**config.mk**
```make
export PLATFORM = sky130hd
export DESIGN_NAME = bdht_mod
export DESIGN_NICKNAME = d
export VERILOG_FILES = /design/src/bdht_mod.sv
export SDC_FILE = /design/constraint.sdc
export NUM_CORES = 1
export LEC_CHECK = 0
export BUFFER_PORTS_ARGS = -buffer_cell sky130_fd_sc_hd__buf_2
export CAP_MARGIN = 20
export CORE_MARGIN = 3
export CORE_UTILIZATION = 55
export DETAILED_ROUTE_END_ITERATION = 10
export PLACE_DENSITY = 0.85
export SETUP_SLACK_MARGIN = 0.5
export SLEW_MARGIN = 10
export SYNTH_ARGS = -nofsm -noshare
export SYNTH_HDL_FRONTEND = slang
export SYNTH_SLANG_ARGS = --single-unit
```
**constraint.sdc**
```tcl
create_clock -name clk -period 3.45 [get_ports clk]
set_clock_uncertainty 0.15 [all_clocks]
set_input_delay 0.345 -clock clk [delete_from_list [all_inputs] [get_ports clk]]
set_output_delay 0.345 -clock clk [all_outputs]
set_load 0.01 [all_outputs]
```
**src/bdht_mod.sv**
```systemverilog
`timescale 1ns / 1ps
`default_nettype none
module bdht_mod #(
  parameter int NW = 32,
  parameter int DW = 11
) (
  input  wire logic          clk,
  input  wire logic          rst_n,
  input  wire logic          go,
  input  wire logic [NW-1:0] num,
  input  wire logic [DW-1:0] den,
  output logic               done,
  output logic [DW-1:0]      rem
);

  localparam int CW = $clog2(NW + 1);

  logic [NW-1:0] sh_r;
  logic [DW-1:0] rem_r, den_r, rem_nxt;
  logic [CW-1:0] cnt_r;
  logic          busy_r, done_r;
  logic [DW:0]   t;

  always_comb begin
    t = {rem_r, sh_r[NW-1]};
    if (t >= {1'b0, den_r}) rem_nxt = DW'(t - {1'b0, den_r});
    else rem_nxt = t[DW-1:0];
  end

  always_ff @(posedge clk) begin
    if (!rst_n) begin
      busy_r <= 1'b0;
      done_r <= 1'b0;
      cnt_r  <= '0;
    end else begin
      done_r <= 1'b0;
      if (go) begin
        busy_r <= 1'b1;
        cnt_r  <= CW'(NW);
        sh_r   <= num;
        den_r  <= den;
        rem_r  <= '0;
      end else if (busy_r) begin
        rem_r <= rem_nxt;
        sh_r  <= {sh_r[NW-2:0], 1'b0};
        cnt_r <= cnt_r - 1'b1;
        if (cnt_r == CW'(1)) begin
          busy_r <= 1'b0;
          done_r <= 1'b1;
        end
      end
    end
  end

  assign done = done_r;
  assign rem  = rem_r;

endmodule
`default_nettype wire

```
# Yosys cells after proc, flatten, opt, wreduce, memory -nomap -nowiden
# Index checks and enable logic that the tools add are counted.
dict set report totals {
  regBits 62
  inputBits 46
  word_cells 28
  out_inout_bits 12
}
dict set report classes {
  add_sub_neg 2
  mux 10
  order_cmp 1
  eq_ne 1
  bitwise_logic 2
  n_reduce_logical 5
}
# operator count
set op_table {}
lappend op_table {{2-to-1 mux 32 bit} 2}
lappend op_table {{2-to-1 mux 11 bit} 2}
lappend op_table {{greater-or-equal comparator 12 x 11 -> 1 bit} 1}
lappend op_table {{2-to-1 mux 6 bit} 2}
lappend op_table {{subtractor 11 bit} 1}
lappend op_table {{equality test 6 x 1 -> 1 bit, second input constant} 1}
lappend op_table {{subtractor 6 x 1 -> 6 bit, second input constant} 1}
lappend op_table {{2-to-1 mux 1 bit} 4}
lappend op_table {{AND reduction 2 bit} 2}
lappend op_table {{OR reduction 3 bit} 1}
lappend op_table {{inverter 1 bit} 2}
lappend op_table {{nonzero test 2 bit} 1}
lappend op_table {{OR reduction 2 bit} 1}

# Logic depth before layout (Yosys ltp)
dict set report depth {
  word_depth 4
  ltp_mapped 10
  mapped_depth_nobuf 9
}

# Least setup slack after synthesis
# OpenSTA, ideal clock, no wires.
dict set report synth_timing {
  kind {register to register}
  startpoint {register sh_r[31]}
  endpoint {register rem_r[4], in the netlist rem[4] (data pin)}
  period_less_slack_ns 2.489
  path_buffers 0
  required_ns 3.158
  path_stages_with_launch 10
  arrival_ns 2.197
  setup_time_ns 0.142
  path_slack_ns 0.961
  path_cell_list {edfxtp_1 -> inv_1 -> ha_1 -> fa_1 -> nand2b_2 -> a21oi_2 -> o2111ai_2 -> a21o_1 -> or3_1 -> a21oi_2}
}
dict set report synth_between {
  elab_chain_len 3
  word_cells_on_any_way 4
  classes_between {add/sub (1); order compare (1); mux (2)}
}
# element line
set synth_rtl {}
lappend synth_rtl {{start, declared} 18} ;# logic [NW-1:0] sh_r;
lappend synth_rtl {{start signal, assigned} 40} ;# sh_r <= num;
lappend synth_rtl {{start signal, assigned} 45} ;# sh_r <= {sh_r[NW-2:0], 1'b0};
lappend synth_rtl {{subtractor 11 bit or greater-or-equal comparator 12 x 11 -> 1 bit (tied branches)} 26} ;# if (t >= {1'b0, den_r}) rem_nxt = DW'(t - {1'b0, den_r});
lappend synth_rtl {{2-to-1 mux 11 bit (*)} 26}
lappend synth_rtl {{2-to-1 mux 11 bit (*)} 43} ;# end else if (busy_r) begin
lappend synth_rtl {{end signal, assigned} 44} ;# rem_r <= rem_nxt;
lappend synth_rtl {{end, declared} 19} ;# logic [DW-1:0] rem_r, den_r, rem_nxt;
# Mark *: on every way between the ends. The rest lies on a longest branch, timed or not. The select of a mux whose other input is x is not followed.
# A chain may end at the register's enable or synchronous reset.

# Worst setup path in the final report
# Same ends and word-level chain as after synthesis.

==> results.toml <==
[job]
cap_viol_max_count = 0

[sta]
finalHoldViolCount = 0
max_freq_ghz = 0.363
hold-worst-slack_ps = 30.1
setup-tns-final_ps = 0
slew_violations = 0
fin_crit_sh_pct = 79.9
finalSetupViolCount = 0
worst_pin_slew_ps = 659
max_slew_margin_pct = 56.1
period_minus_slack_ps = 2760
rsz0062_at_grt = "no"

[cells_and_area]
final_common_cell = "buf_2"
final_layout_size_suffix_gt1_share_pct = 35.8
fin_cells = 386
fill_cells = 400
syn2layout_area_growth_pct = 18.3
regArea_um2 = 1780
fin_nets = 371
multi_input_area_um2 = 1230
final_cell_mix = "57 x buf_2, 54 x edfxtp_1, 31 x mux2_2"
num_antenna_cells = 0

[floorplan]
coreArea_um2 = 5270
initial_core_util_pct = 58.8
dieArea_um2 = 6570
dieWidth_um = 81.0
ios = 58
die_y_um = 81.0
rows = 26

[global_routing]
overflow = 0
grt_usage_pct = 21.1
grt_pass1_vias = 2197
antenna_found_initial = 0
grt_max_degree = 34
grt_pass1_wl_mm = 10.3

[critical_path]
worstSetupEndpointType = "register"
cpMaxStageDelayCell = "or3_1"
critical_path.cell_chain = "inv_1 > ha_1 > fa_1 > nand2b_2 > a21oi_2 > o2111ai_2 > a21o_1 > or3_1 > a21oi_2"
critPathMaxStageDelay_ps = 440
required_ps = 3490
crit_family = "compound AO/OA/AOI/OAI gates"
crit_buf_inv = 1
crit_type = "register to register"
start_kind = "register"
path_common_cell = "a21oi_2"
path_max_fanout = 7
cp_data_arrival_time_ps = 2790

[logic_synthesis]
async_reset_ff_share_pct = 0
synth_cell_type_count = 39
avgSynthCellArea_um2 = 12.5
syn_area_um2 = 3100
synthCells = 247
syn-num-nets = 307
ys_ff_latch = 62
ys_seq_area_share_pct = 57.5
ys_warn_count = 0
synth_ff_type = "edfxtp_1"
synth_edf_count = 54

[clock_network]
ctsHtreeMaxLevel = 3
cts-root-buf = "clkbuf_8"
worstSkewPairLatency_ps = 340
hold_buffers = 0
tritoncts = "yes"
cts_buffers = 9
cts_max_path_buffers = 2
clkSinkCount = 62
cts.clk_slew.worst_paths_ps = 70

[detailed_routing]
drtIter0Drc = 148
drc = 0
vias_per_cell = 5.47
wl_mm = 6.28
first_pass_iters = 4
postRouteAntennaNets = 0
vias = 2111
avgRoutedWirePerCell_um = 16.3

[placed_design]
gp_congestion = 0.858
dp_hpwl_mm = 4.43
io_buffers = 57
dp.cells = 370

[power_and_ir_drop]
p_leak_uw = 0.00148
powerDensity_nw_per_um2 = 524
ir_drop_mv = 0.362

[outcome]
status = "finished clean"

[hold_path]
hp-class = "primary input to register"
==> what timing repair did <==
item,4_1_cts,5_1_grt
gates resized for setup,0,1
endpoints found under the setup margin,0,3
setup buffers,0,0
==> layer usage <==
layer / vias up / part of all wire (%) / track usage, %
li1: 1034 / - / -
met4: 0 / 1.5 / 8.95
met5: - / 0 / 0
met3: 9 / 4.4 / 6.87
met2: 49 / 53 / 35.1
met1: 1019 / 41 / 25.1
==> power breakdown <==
| part | leakage (uW) | internal, uW | switching (uW) | total (uW) |
|---|---|---|---|---|
| sequential | 0.000581 | 888 | 29.1 | 917 |
| clock | 0.0000818 | 334 | 291 | 624 |
| combinational | 0.000822 | 170 | 210 | 380 |
==> Yosys cell counts (4+ instances only) <==
library cell	count	area share [%]
mux2_2	31	11
ha_1	13	5.3
xor2_1	4	1.1
nand2_1	16	1.9
buf_1	4	0.48
a21oi_1	12	1.9
inv_1	17	2.1
o21ai_0	6	0.97
a211oi_1	4	0.97
edfxtp_1	54	52
nand3b_1	4	0.97
nor2_1	21	2.5
nand3_1	5	0.81
o21a_1	5	1.2
xnor2_1	4	1.1
or3_1	4	0.81
dfxtp_1	8	5.2
==> worst reg2reg max path: cells and delay by family, from the launching register on <==
family / cells / cell delay (ps)
compound gates: 4 / 810
buf+inv: 1 / 50
simple gates: 2 / 650
fa+ha+maj: 2 / 610
flops: 1 / 350
==> cells by family (layout without fill, tap and decap cells) <==
family                     count (synthesis)  in the layout  synth area share, %
and+or+nand+nor                           64             64                 10.2
DFF                                       62             62                 57.5
AOI/OAI and AO/OA                         41             41                 8.85
muxes                                     34             34                 12.2
buffers and inverters                     24             93                 2.99
adders and majority gates                 14             14                 5.90
xor gates and xnor gates                   8              8                 2.26
==> registers in the layout, indices dropped and copies added, names as in the netlist <==
register,flops
den_r,11
busy_r,1
done,1
cnt_r,6
sh_r,32
rem,11
==> area by class of cell <==
type,count,share of cell area (%)
Clock buffer,11,3.59
Clock inverter,5,1.64
Inverter,17,1.74
Multi-Input combinational cell,161,33.6
Sequential cell,62,48.6
Tap cell,70,2.39
Timing Repair Buffer,60,8.40
==> stage by stage <==
stage               utilization, %  instance area, um^2  power, uW  worst slack, ps
floorplan                        -                 3100       1200              961
global placement              65.7                 3460       1290              627
detailed placement            65.7                 3460       1300              577
CTS                           69.4                 3660       1930              573
global route                  69.5                 3660       2020              573
finish                        69.5                 3660       1920              694
==> path summary, 6_finish.rpt <==
| check | start | to | slack (ps) | cells after the start |
|---|---|---|---|---|
| hold / removal | den[3] | den_r[3] | 30 | 1 |
| setup reg to reg | sh_r[31] | rem[4] | 690 | 9 |
| hold reg to reg | cnt_r[1] | cnt_r[1] | 350 | 2 |
| setup / recovery | sh_r[31] | rem[4] | 690 | 9 |
(Power assumes the default switching activity.)
